$ cat src/rtl/i2cms_pkg.sv
// shared types and constants for the i2c master transfer sequencer
// no dependencies; used by the response interface, the step logic, the top level and the bench
package i2cms_pkg;

   localparam int LENGTH_BITS  = 16;
   localparam int TIMEOUT_BITS = 32;

   // default wait budget, saturated to the timeout counter width
   localparam logic [TIMEOUT_BITS-1:0] DEFAULT_WAIT =
      (TIMEOUT_BITS >= 16) ? TIMEOUT_BITS'(17'h0FFFF) : '1;

   // controller status codes
   localparam logic [7:0] ST_START      = 8'h08;
   localparam logic [7:0] ST_REP_START  = 8'h10;
   localparam logic [7:0] ST_SLA_W_ACK  = 8'h18;
   localparam logic [7:0] ST_DATA_W_ACK = 8'h28;
   localparam logic [7:0] ST_SLA_R_ACK  = 8'h40;

   typedef enum logic [1:0] {
      CMD_START = 2'd0,
      CMD_IRQ   = 2'd1,
      CMD_TICK  = 2'd2,
      CMD_NOP   = 2'd3
   } command_type;

   typedef enum logic [2:0] {
      PH_IDLE      = 3'd0,
      PH_START     = 3'd1,
      PH_SLA_W     = 3'd2,
      PH_DATA_W    = 3'd3,
      PH_REP_START = 3'd4,
      PH_SLA_R     = 3'd5,
      PH_DATA_R    = 3'd6
   } phase_type;

   typedef enum logic [2:0] {
      ACT_NONE  = 3'd0,
      ACT_START = 3'd1,
      ACT_LOAD  = 3'd2,
      ACT_ACK   = 3'd3,
      ACT_NACK  = 3'd4,
      ACT_STOP  = 3'd5
   } action_type;

   typedef enum logic [2:0] {
      RC_OK      = 3'd0,
      RC_UNSUP   = 3'd1,
      RC_PARAM   = 3'd2,
      RC_BUSY    = 3'd3,
      RC_ERROR   = 3'd4,
      RC_TIMEOUT = 3'd5
   } result_type;

   typedef enum logic [1:0] {
      EV_NONE    = 2'd0,
      EV_TX_DONE = 2'd1,
      EV_RX_DONE = 2'd2
   } event_type;

   typedef enum logic [0:0] {
      CSR_MASTER_ROLE  = 1'd0,
      CSR_EVENT_ENABLE = 1'd1
   } csr_index_type;

   typedef struct packed {
      logic master_role;
      logic event_enable;
   } cfg_type;

   typedef struct packed {
      logic [1:0]  command;
      logic [6:0]  slave_address;
      logic [15:0] write_length;
      logic [15:0] read_length;
      logic [31:0] wait_limit;
      logic [7:0]  bus_status;
      logic [7:0]  received_byte;
      logic [7:0]  next_tx_byte;
   } req_type;

   typedef struct packed {
      action_type action;
      logic [7:0] byte_to_send;
      logic       rx_valid;
      logic [7:0] rx_data;
      logic       done_res;
      result_type result_code;
      event_type  completion_event;
   } rsp_type;

   typedef struct packed {
      phase_type               phase;
      logic [6:0]              target_address;
      logic [LENGTH_BITS-1:0]  tx_left;
      logic [LENGTH_BITS-1:0]  rx_left;
      logic [TIMEOUT_BITS-1:0] timeout_reload;
      logic [TIMEOUT_BITS-1:0] wait_count;
      logic                    saw_read;
   } state_type;

endpackage

$ cat src/rtl/i2cms_req_if.sv
// request channel: valid/ready handshake carrying one command beat
// depends on nothing; its field widths match req_type in i2cms_pkg
interface i2cms_req_if;
   logic        valid;
   logic        ready;
   logic [1:0]  command;
   logic [6:0]  slave_address;
   logic [15:0] write_length;
   logic [15:0] read_length;
   logic [31:0] wait_limit;
   logic [7:0]  bus_status;
   logic [7:0]  received_byte;
   logic [7:0]  next_tx_byte;

   modport source (output valid, command, slave_address, write_length, read_length,
                   wait_limit, bus_status, received_byte, next_tx_byte,
                   input ready);
   modport sink (input valid, command, slave_address, write_length, read_length,
                 wait_limit, bus_status, received_byte, next_tx_byte,
                 output ready);
endinterface

$ cat src/rtl/i2cms_rsp_if.sv
// response channel: valid/ready handshake carrying one result beat
// depends on i2cms_pkg for the field types
interface i2cms_rsp_if;
   logic                    valid;
   logic                    ready;
   i2cms_pkg::action_type   action;
   logic [7:0]              byte_to_send;
   logic                    rx_valid;
   logic [7:0]              rx_data;
   logic                    done_res;
   i2cms_pkg::result_type   result_code;
   i2cms_pkg::event_type    completion_event;

   modport source (output valid, action, byte_to_send, rx_valid, rx_data, done_res,
                   result_code, completion_event, input ready);
   modport sink (input valid, action, byte_to_send, rx_valid, rx_data, done_res,
                 result_code, completion_event, output ready);
endinterface

$ cat src/rtl/i2cms_step.sv
// next-state and result logic for one command beat of the transfer sequencer
// depends on i2cms_pkg
module i2cms_step (
   input  i2cms_pkg::cfg_type   cfg,
   input  i2cms_pkg::state_type cur,
   input  i2cms_pkg::req_type   req,
   output i2cms_pkg::state_type nxt,
   output i2cms_pkg::rsp_type   res
);

   logic [i2cms_pkg::LENGTH_BITS-1:0]  wl;
   logic [i2cms_pkg::LENGTH_BITS-1:0]  rl;
   logic [i2cms_pkg::LENGTH_BITS-1:0]  rx_dec;
   logic [i2cms_pkg::TIMEOUT_BITS-1:0] lim;
   logic [i2cms_pkg::TIMEOUT_BITS-1:0] cnt_dec;
   logic [7:0]                         sla_w;
   logic [7:0]                         sla_r;
   logic                               fin;
   logic                               fin_event;
   i2cms_pkg::result_type              fin_code;

   assign wl      = req.write_length[i2cms_pkg::LENGTH_BITS-1:0];
   assign rl      = req.read_length[i2cms_pkg::LENGTH_BITS-1:0];
   assign lim     = req.wait_limit[i2cms_pkg::TIMEOUT_BITS-1:0];
   assign cnt_dec = cur.wait_count - 1'b1;
   assign rx_dec  = (cur.rx_left != '0) ? cur.rx_left - 1'b1 : cur.rx_left;
   assign sla_w   = {cur.target_address, 1'b0};
   assign sla_r   = {cur.target_address, 1'b1};

   always_comb begin
      nxt       = cur;
      res       = '0;
      fin       = 1'b0;
      fin_event = 1'b0;
      fin_code  = i2cms_pkg::RC_OK;

      if (i2cms_pkg::command_type'(req.command) == i2cms_pkg::CMD_START) begin
         res.done_res = 1'b1;
         if (!cfg.master_role) begin
            res.result_code = i2cms_pkg::RC_UNSUP;
         end else if (wl == '0 && rl == '0) begin
            res.result_code = i2cms_pkg::RC_PARAM;
         end else if (cur.phase != i2cms_pkg::PH_IDLE) begin
            res.result_code = i2cms_pkg::RC_BUSY;
         end else begin
            res.done_res       = 1'b0;
            res.action         = i2cms_pkg::ACT_START;
            nxt.target_address = req.slave_address;
            nxt.tx_left        = wl;
            nxt.rx_left        = rl;
            nxt.saw_read       = (rl != '0);
            nxt.timeout_reload = (lim == '0) ? i2cms_pkg::DEFAULT_WAIT : lim;
            nxt.wait_count     = nxt.timeout_reload;
            nxt.phase          = i2cms_pkg::PH_START;
         end
      end else if (cur.phase != i2cms_pkg::PH_IDLE &&
                   i2cms_pkg::command_type'(req.command) == i2cms_pkg::CMD_TICK) begin
         nxt.wait_count = cnt_dec;
         if (cnt_dec == '0) begin
            fin      = 1'b1;
            fin_code = (cur.phase == i2cms_pkg::PH_START ||
                        cur.phase == i2cms_pkg::PH_REP_START) ?
                       i2cms_pkg::RC_ERROR : i2cms_pkg::RC_TIMEOUT;
         end
      end else if (i2cms_pkg::command_type'(req.command) == i2cms_pkg::CMD_IRQ) begin
         unique case (cur.phase)
            i2cms_pkg::PH_IDLE: begin
            end
            i2cms_pkg::PH_START: begin
               if (req.bus_status != i2cms_pkg::ST_START) begin
                  fin      = 1'b1;
                  fin_code = i2cms_pkg::RC_ERROR;
               end else begin
                  res.action     = i2cms_pkg::ACT_LOAD;
                  nxt.wait_count = cur.timeout_reload;
                  if (cur.tx_left != '0) begin
                     res.byte_to_send = sla_w;
                     nxt.phase        = i2cms_pkg::PH_SLA_W;
                  end else begin
                     res.byte_to_send = sla_r;
                     nxt.phase        = i2cms_pkg::PH_SLA_R;
                  end
               end
            end
            i2cms_pkg::PH_SLA_W, i2cms_pkg::PH_DATA_W: begin
               if (req.bus_status != ((cur.phase == i2cms_pkg::PH_SLA_W) ?
                                      i2cms_pkg::ST_SLA_W_ACK :
                                      i2cms_pkg::ST_DATA_W_ACK)) begin
                  fin      = 1'b1;
                  fin_code = i2cms_pkg::RC_ERROR;
               end else if (cur.tx_left != '0) begin
                  res.action       = i2cms_pkg::ACT_LOAD;
                  res.byte_to_send = req.next_tx_byte;
                  nxt.tx_left      = cur.tx_left - 1'b1;
                  nxt.wait_count   = cur.timeout_reload;
                  nxt.phase        = i2cms_pkg::PH_DATA_W;
               end else if (cur.rx_left != '0) begin
                  res.action     = i2cms_pkg::ACT_START;
                  nxt.wait_count = cur.timeout_reload;
                  nxt.phase      = i2cms_pkg::PH_REP_START;
               end else begin
                  fin       = 1'b1;
                  fin_event = 1'b1;
               end
            end
            i2cms_pkg::PH_REP_START: begin
               if (req.bus_status != i2cms_pkg::ST_REP_START) begin
                  fin      = 1'b1;
                  fin_code = i2cms_pkg::RC_ERROR;
               end else begin
                  res.action       = i2cms_pkg::ACT_LOAD;
                  res.byte_to_send = sla_r;
                  nxt.wait_count   = cur.timeout_reload;
                  nxt.phase        = i2cms_pkg::PH_SLA_R;
               end
            end
            i2cms_pkg::PH_SLA_R: begin
               if (req.bus_status != i2cms_pkg::ST_SLA_R_ACK) begin
                  fin      = 1'b1;
                  fin_code = i2cms_pkg::RC_ERROR;
               end else begin
                  res.action     = (cur.rx_left > 1) ? i2cms_pkg::ACT_ACK :
                                                       i2cms_pkg::ACT_NACK;
                  nxt.wait_count = cur.timeout_reload;
                  nxt.phase      = i2cms_pkg::PH_DATA_R;
               end
            end
            i2cms_pkg::PH_DATA_R: begin
               // read data status is not checked
               res.rx_valid = 1'b1;
               res.rx_data  = req.received_byte;
               nxt.rx_left  = rx_dec;
               if (rx_dec != '0) begin
                  res.action     = (rx_dec > 1) ? i2cms_pkg::ACT_ACK :
                                                  i2cms_pkg::ACT_NACK;
                  nxt.wait_count = cur.timeout_reload;
                  nxt.phase      = i2cms_pkg::PH_DATA_R;
               end else begin
                  fin       = 1'b1;
                  fin_event = 1'b1;
               end
            end
            default: begin
               nxt.phase = i2cms_pkg::PH_IDLE;
            end
         endcase
      end

      if (fin) begin
         res.action      = i2cms_pkg::ACT_STOP;
         res.done_res    = 1'b1;
         res.result_code = fin_code;
         nxt.phase       = i2cms_pkg::PH_IDLE;
         nxt.wait_count  = '0;
         if (fin_event && cfg.event_enable) begin
            res.completion_event = cur.saw_read ? i2cms_pkg::EV_RX_DONE :
                                                  i2cms_pkg::EV_TX_DONE;
         end
      end
   end

endmodule

$ cat src/rtl/i2c_master_transfer_sequencer.sv
// i2c master write-then-read transfer sequencer, one result beat per command beat
// a command beat passes the input register, then the result register, and waits there while
// the result side stalls; throughput: one beat per cycle when the result side is not stalled,
// set by the combinational next-state logic in i2cms_step
// reset (synchronous, active high) returns to idle, master_role 1, event_enable 0,
// wait reload 65535; depends on i2cms_pkg, i2cms_req_if, i2cms_rsp_if, i2cms_step
module i2c_master_transfer_sequencer (
   input  logic               clock,
   input  logic               reset,
   i2cms_req_if.sink          req_ch,
   i2cms_rsp_if.source        rsp_ch,
   input  logic               csr_we,
   input  logic [0:0]         csr_index,
   input  logic [0:0]         csr_wdata
);

   i2cms_pkg::cfg_type   cfg_ff, cfg_in;
   i2cms_pkg::state_type state_ff, state_next;
   i2cms_pkg::req_type   item_ff, item_in;
   i2cms_pkg::rsp_type   res_ff, res_next;
   logic                 item_vld_ff, item_vld_in;
   logic                 res_vld_ff, res_vld_in;
   logic                 advance;
   logic                 req_take;

   // result register frees up when empty or being taken
   assign advance    = !res_vld_ff || rsp_ch.ready;
   assign req_ch.ready = !item_vld_ff || advance;
   assign req_take   = req_ch.valid && req_ch.ready;

   assign item_in = '{command:       req_ch.command,
                      slave_address: req_ch.slave_address,
                      write_length:  req_ch.write_length,
                      read_length:   req_ch.read_length,
                      wait_limit:    req_ch.wait_limit,
                      bus_status:    req_ch.bus_status,
                      received_byte: req_ch.received_byte,
                      next_tx_byte:  req_ch.next_tx_byte};

   assign item_vld_in = req_take || (item_vld_ff && !advance);
   assign res_vld_in  = (item_vld_ff && advance) || (res_vld_ff && !rsp_ch.ready);

   always_comb begin
      cfg_in = cfg_ff;
      if (csr_we) begin
         unique case (i2cms_pkg::csr_index_type'(csr_index))
            i2cms_pkg::CSR_MASTER_ROLE:  cfg_in.master_role  = csr_wdata[0];
            i2cms_pkg::CSR_EVENT_ENABLE: cfg_in.event_enable = csr_wdata[0];
            default: ;
         endcase
      end
   end

   i2cms_step u_step (
      .cfg (cfg_ff),
      .cur (state_ff),
      .req (item_ff),
      .nxt (state_next),
      .res (res_next)
   );

   always_ff @(posedge clock) begin
      if (reset) begin
         cfg_ff      <= '{master_role: 1'b1, event_enable: 1'b0};
         item_vld_ff <= 1'b0;
         res_vld_ff  <= 1'b0;
         state_ff    <= '{phase:          i2cms_pkg::PH_IDLE,
                          target_address: '0,
                          tx_left:        '0,
                          rx_left:        '0,
                          timeout_reload: i2cms_pkg::DEFAULT_WAIT,
                          wait_count:     '0,
                          saw_read:       1'b0};
      end else begin
         cfg_ff      <= cfg_in;
         item_vld_ff <= item_vld_in;
         res_vld_ff  <= res_vld_in;
         if (item_vld_ff && advance) begin
            state_ff <= state_next;
         end
      end
   end

   // payload registers
   always_ff @(posedge clock) begin
      if (req_take) begin
         item_ff <= item_in;
      end
      if (item_vld_ff && advance) begin
         res_ff <= res_next;
      end
   end

   assign rsp_ch.valid            = res_vld_ff;
   assign rsp_ch.action           = res_ff.action;
   assign rsp_ch.byte_to_send     = res_ff.byte_to_send;
   assign rsp_ch.rx_valid         = res_ff.rx_valid;
   assign rsp_ch.rx_data          = res_ff.rx_data;
   assign rsp_ch.done_res         = res_ff.done_res;
   assign rsp_ch.result_code      = res_ff.result_code;
   assign rsp_ch.completion_event = res_ff.completion_event;

endmodule

$ cat src/flat_wrapper.sv
// flat-port wrapper written by rule: the top's interface ports become plain ports
module i2c_master_transfer_sequencer_flat 
  (clock, reset, csr_we, csr_index, csr_wdata, req_ch_valid, req_ch_command, req_ch_slave_address, req_ch_write_length, req_ch_read_length, req_ch_wait_limit, req_ch_bus_status, req_ch_received_byte, req_ch_next_tx_byte, req_ch_ready, rsp_ch_valid, rsp_ch_action, rsp_ch_byte_to_send, rsp_ch_rx_valid, rsp_ch_rx_data, rsp_ch_done_res, rsp_ch_result_code, rsp_ch_completion_event, rsp_ch_ready);
  i2cms_req_if req_ch_i ();
  i2cms_rsp_if rsp_ch_i ();
  input  logic clock;
  input  logic reset;
  input  logic csr_we;
  input  logic [0:0] csr_index;
  input  logic [0:0] csr_wdata;
  input wire logic [$bits(req_ch_i.valid)-1:0] req_ch_valid;
  input wire logic [$bits(req_ch_i.command)-1:0] req_ch_command;
  input wire logic [$bits(req_ch_i.slave_address)-1:0] req_ch_slave_address;
  input wire logic [$bits(req_ch_i.write_length)-1:0] req_ch_write_length;
  input wire logic [$bits(req_ch_i.read_length)-1:0] req_ch_read_length;
  input wire logic [$bits(req_ch_i.wait_limit)-1:0] req_ch_wait_limit;
  input wire logic [$bits(req_ch_i.bus_status)-1:0] req_ch_bus_status;
  input wire logic [$bits(req_ch_i.received_byte)-1:0] req_ch_received_byte;
  input wire logic [$bits(req_ch_i.next_tx_byte)-1:0] req_ch_next_tx_byte;
  output wire logic [$bits(req_ch_i.ready)-1:0] req_ch_ready;
  output wire logic [$bits(rsp_ch_i.valid)-1:0] rsp_ch_valid;
  output wire logic [$bits(rsp_ch_i.action)-1:0] rsp_ch_action;
  output wire logic [$bits(rsp_ch_i.byte_to_send)-1:0] rsp_ch_byte_to_send;
  output wire logic [$bits(rsp_ch_i.rx_valid)-1:0] rsp_ch_rx_valid;
  output wire logic [$bits(rsp_ch_i.rx_data)-1:0] rsp_ch_rx_data;
  output wire logic [$bits(rsp_ch_i.done_res)-1:0] rsp_ch_done_res;
  output wire logic [$bits(rsp_ch_i.result_code)-1:0] rsp_ch_result_code;
  output wire logic [$bits(rsp_ch_i.completion_event)-1:0] rsp_ch_completion_event;
  input wire logic [$bits(rsp_ch_i.ready)-1:0] rsp_ch_ready;
  assign req_ch_i.valid = req_ch_valid;
  assign req_ch_i.command = req_ch_command;
  assign req_ch_i.slave_address = req_ch_slave_address;
  assign req_ch_i.write_length = req_ch_write_length;
  assign req_ch_i.read_length = req_ch_read_length;
  assign req_ch_i.wait_limit = req_ch_wait_limit;
  assign req_ch_i.bus_status = req_ch_bus_status;
  assign req_ch_i.received_byte = req_ch_received_byte;
  assign req_ch_i.next_tx_byte = req_ch_next_tx_byte;
  assign req_ch_ready = req_ch_i.ready;
  assign rsp_ch_valid = rsp_ch_i.valid;
  assign rsp_ch_action = rsp_ch_i.action;
  assign rsp_ch_byte_to_send = rsp_ch_i.byte_to_send;
  assign rsp_ch_rx_valid = rsp_ch_i.rx_valid;
  assign rsp_ch_rx_data = rsp_ch_i.rx_data;
  assign rsp_ch_done_res = rsp_ch_i.done_res;
  assign rsp_ch_result_code = rsp_ch_i.result_code;
  assign rsp_ch_completion_event = rsp_ch_i.completion_event;
  assign rsp_ch_i.ready = rsp_ch_ready;
  i2c_master_transfer_sequencer u_core (.clock(clock), .reset(reset), .req_ch(req_ch_i), .rsp_ch(rsp_ch_i), .csr_we(csr_we), .csr_index(csr_index), .csr_wdata(csr_wdata));
endmodule
$ cat config.mk
export PLATFORM = sky130hd
export DESIGN_NAME = i2c_master_transfer_sequencer_flat
export DESIGN_NICKNAME = d
export VERILOG_FILES = /design/src/rtl/i2cms_pkg.sv /design/src/rtl/i2cms_req_if.sv /design/src/rtl/i2cms_rsp_if.sv /design/src/rtl/i2cms_step.sv /design/src/rtl/i2c_master_transfer_sequencer.sv /design/src/flat_wrapper.sv
export SDC_FILE = /design/constraint.sdc
export NUM_CORES = 1
export LEC_CHECK = 0
export ABC_AREA = 1
export BUFFER_PORTS_ARGS = -buffer_cell sky130_fd_sc_hd__buf_2
export CAP_MARGIN = 20
export CORE_MARGIN = 3
export CORE_UTILIZATION = 42
export DETAILED_ROUTE_END_ITERATION = 7
export PLACE_DENSITY_LB_ADDON = 0.3
export SKIP_CTS_REPAIR_TIMING = 1
export SLEW_MARGIN = 0
export SYNTH_ARGS = -nofsm -noshare
export SYNTH_HDL_FRONTEND = slang
export SYNTH_SLANG_ARGS = --single-unit
$ cat constraint.sdc
create_clock -name clock -period 5.35 [get_ports clock]
set_input_delay 1.07 -clock clock [delete_from_list [all_inputs] [get_ports clock]]
set_output_delay 1.07 -clock clock [all_outputs]
set_load 0.005 [all_outputs]
==> flow_summary.ini <==
[layout]
layoutNonFillerInstCount = 1934
fill_cells = 2622
final_util_pct = 49.4
drive_above_1_share_pct = 14.2
n_antenna_cell = 0
areaGrowthSynthToFinish_pct = 15.2
nNetsFinal = 1654
multiInputGateArea_sq_mm = 0.00489
regArea_sq_mm = 0.00592

[placed_design]
gp_congestion = 0.909
place_ws_ns = 1.68
hpwlAfterDp_mm = 21.7
dp.cells = 1888
numPortBuffers = 131

[synth]
syn_nets = 1546
yosysWarnings = 0
syn_area_sq_mm = 0.0116
synth-seq-cells = 234
synth_top_area_share_pct = 31.8
ys_types = 46
synth_seq_area_share_pct = 50.9
synth_area_per_cell_sq_um = 8.10
synth.largest_area_cell = edfxtp_1
synth_edf_count = 123
synthTopCellsByCount = 315 x nand2_1, 177 x nor2_1, 143 x inv_1
yosys-top-cells-area = edfxtp_1 32%, dfxtp_1 19%, nand2_1 10%, nor2_1 5.7%, inv_1 4.6%
synth_most_common_cell = nand2_1
ys.flop_type = edfxtp_1
async_flop_share_pct = 0
syn_inst = 1436

[floorplanning]
core_sq_mm = 0.0271
die_area_sq_mm = 0.0297
start_util_pct = 42.9
die_width_microns = 172
core.rowCount = 60
die_h_microns = 172
io_pins = 132

[sta]
fin_crit_ns = 3.73
tightest_slew_ns = 0.946
fin_crit_sh_pct = 69.8
hold_viol = 0
fin_skew_ns = 0.0234
setup_ws_ns = 1.62
rsz0062_at_grt = false
finalSetupTns_ns = 0
drv_slew = 0
fmax_mhz = 268
setup_violations = 0
relSlewSlack_pct = 36.9

[clock_network]
clockBufferDepth = 3
numCtsBuffers = 25
clk_pin_slew_ns = 0.06
cts_tree = done
cts_sinks = 234
insertion_delay_ns = 0.53
htree_levels = 1
cts_root_buf = clkbuf_16

[setup_path]
r2r_slack_ns = 1.62
crit_type = flip-flop to flip-flop
crit_arrival_ns = 4.18
crit_chain = inv_1, nand2_1, nor2_1, nor2_1, nand2_1, nor2_1, nand3_1, nor2_1, nand2_1, nor2_1, nand3_2, nand2_2, inv_2, nand2_4, nand2_1, nand2_1, nand2_1, nor2_1
cpMaxStageDelayCell = nor2_1
r2r-start = u_core.state_ff[104]$_SDFFE_PP0P_
cp_data_required_time_ns = 5.80
rr_worst_depth = 18
cp_max_fo = 63
startpoint_type = flip-flop
worst_setup_path_end_kind = flip-flop
critPathMaxStageDelay_ns = 0.69
regToRegEndpoint = u_core.state_ff[6]$_SDFFE_PP0P_

[drt]
first_iter_violations = 848
wl_mm = 29.9
wl_met1_mm = 13.9
firstDrtPassIters = 6
met2_length_mm = 12.8
met3_length_mm = 2.79
post_drt_wl_per_cell_microns = 15.5
vias = 10100
ant_nets = 0
via_per_inst = 5.20
drcViolationCount = 0
highest-signal-layer = met4

[global_routing]
grt_max_degree = 71
grt_pass1_vias = 9314
grt_antenna_before_repair = 0
grt_pass1_wl_mm = 48.7
overflow = 0
grt_use_total_pct = 20.2

[job]
maxCapViolations = 0

[power]
p_leak_uw = 0.00579
irDropWorstVdd_mv = 0.289
power.total_uw = 4710
p_per_area_mw_per_mm2 = 352

[min_path]
min_path_type = flip-flop to flip-flop
min_from = u_core.state_ff[98]$_SDFFE_PP0P_
min_to = u_core.state_ff[98]$_SDFFE_PP0P_
hold_path_depth = 2

[outcome]
outcome = complete, no violations
==> routing by layer <==
metal  vias to the layer above  track usage, %
li1                       5069               -
met1                      4575            29.9
met2                       374            30.2
met3                        32            4.89
met4                         0            3.82
met5                         -               0
==> how the worst max path moves through the flow <==
stage	from	to
2_1_floorplan	rsp_ch_ready	u_core.item_ff[0]$_DFFE_PP_
3_3_place_gp	u_core.state_ff[104]$_SDFFE_PP0P_	u_core.state_ff[6]$_SDFFE_PP0P_
3_5_place_dp	u_core.state_ff[104]$_SDFFE_PP0P_	u_core.state_ff[6]$_SDFFE_PP0P_
4_1_cts	u_core.state_ff[104]$_SDFFE_PP0P_	u_core.state_ff[6]$_SDFFE_PP0P_
5_1_grt	u_core.state_ff[104]$_SDFFE_PP0P_	u_core.state_ff[6]$_SDFFE_PP0P_
6_report	u_core.state_ff[104]$_SDFFE_PP0P_	u_core.state_ff[6]$_SDFFE_PP0P_
==> layout make-up <==
class | instances | share of cell area, %
clock buffer | 28 | 4.83
tap | 372 | 3.48
timing repair buffer | 142 | 5.61
clock inverter | 17 | 1.24
inverter | 148 | 4.16
multi-input combinational | 993 | 36.5
sequential | 234 | 44.2
==> cell families (layout without fill, tap and decap cells) <==
family          Yosys count  in the layout  share of synthesized area [%]
compound gates          285            285                           14.2
xor+xnor                 28             28                           2.11
fa+ha+maj                 6              6                          0.646
buf+inv                 209            335                           7.20
flops                   234            234                           50.9
simple gates            674            674                           25.0
==> power by group <==
| group | internal, uW | switching, uW | total [uW] |
|---|---|---|---|
| clock | 1010 | 697 | 1710 |
| combinational | 311 | 647 | 957 |
| sequential | 1990 | 60.7 | 2050 |
==> placed cells by master (no fill, tap or decap), drive strengths merged, types with 4 or more instances in the layout <==
cell / instances
a21oi: 106
a22oi: 8
a31oi: 5
buf: 142
clkbuf: 28
clkinv: 17
dfxtp: 111
edfxtp: 123
ha: 6
inv: 145
nand2: 325
nand3: 108
nand4: 15
nor2: 194
nor3: 10
nor4: 15
o211ai: 41
o21ai: 88
o221ai: 11
o22ai: 14
or2: 4
xnor2: 4
xor2: 24
==> worst max-delay path, delay by kind of cell, from the launching register on <==
| family | cells | cell delay (ns) |
|---|---|---|
| buffers and inverters | 2 | 0.35 |
| flip-flops | 1 | 0.43 |
| AND/OR/NAND/NOR | 16 | 2.89 |
==> flip-flops by register name, indices dropped and copies added, names as in the netlist <==
signal / flops
u_core.rsp_ch.valid: 1
u_core.rsp_ch.byte_to_send: 8
u_core.rsp_ch.rx_data: 8
u_core.rsp_ch.rx_valid: 1
u_core.rsp_ch.done_res: 1
u_core.rsp_ch.completion_event: 2
u_core.rsp_ch.result_code: 3
u_core.item_vld_ff: 1
u_core.item_ff: 97
u_core.state_ff: 107
u_core.cfg_ff: 2
u_core.rsp_ch.action: 3
==> stage by stage <==
step,hold WS (ns),instance area [sq um]
after global routing,0.470,13400
after global placement,0.431,12600
after detailed placement,0.438,12600
final,0.444,13400
after floorplan,0.424,11600
after CTS,0.448,13400
Note: power is estimated with default switching activity, not from simulation.
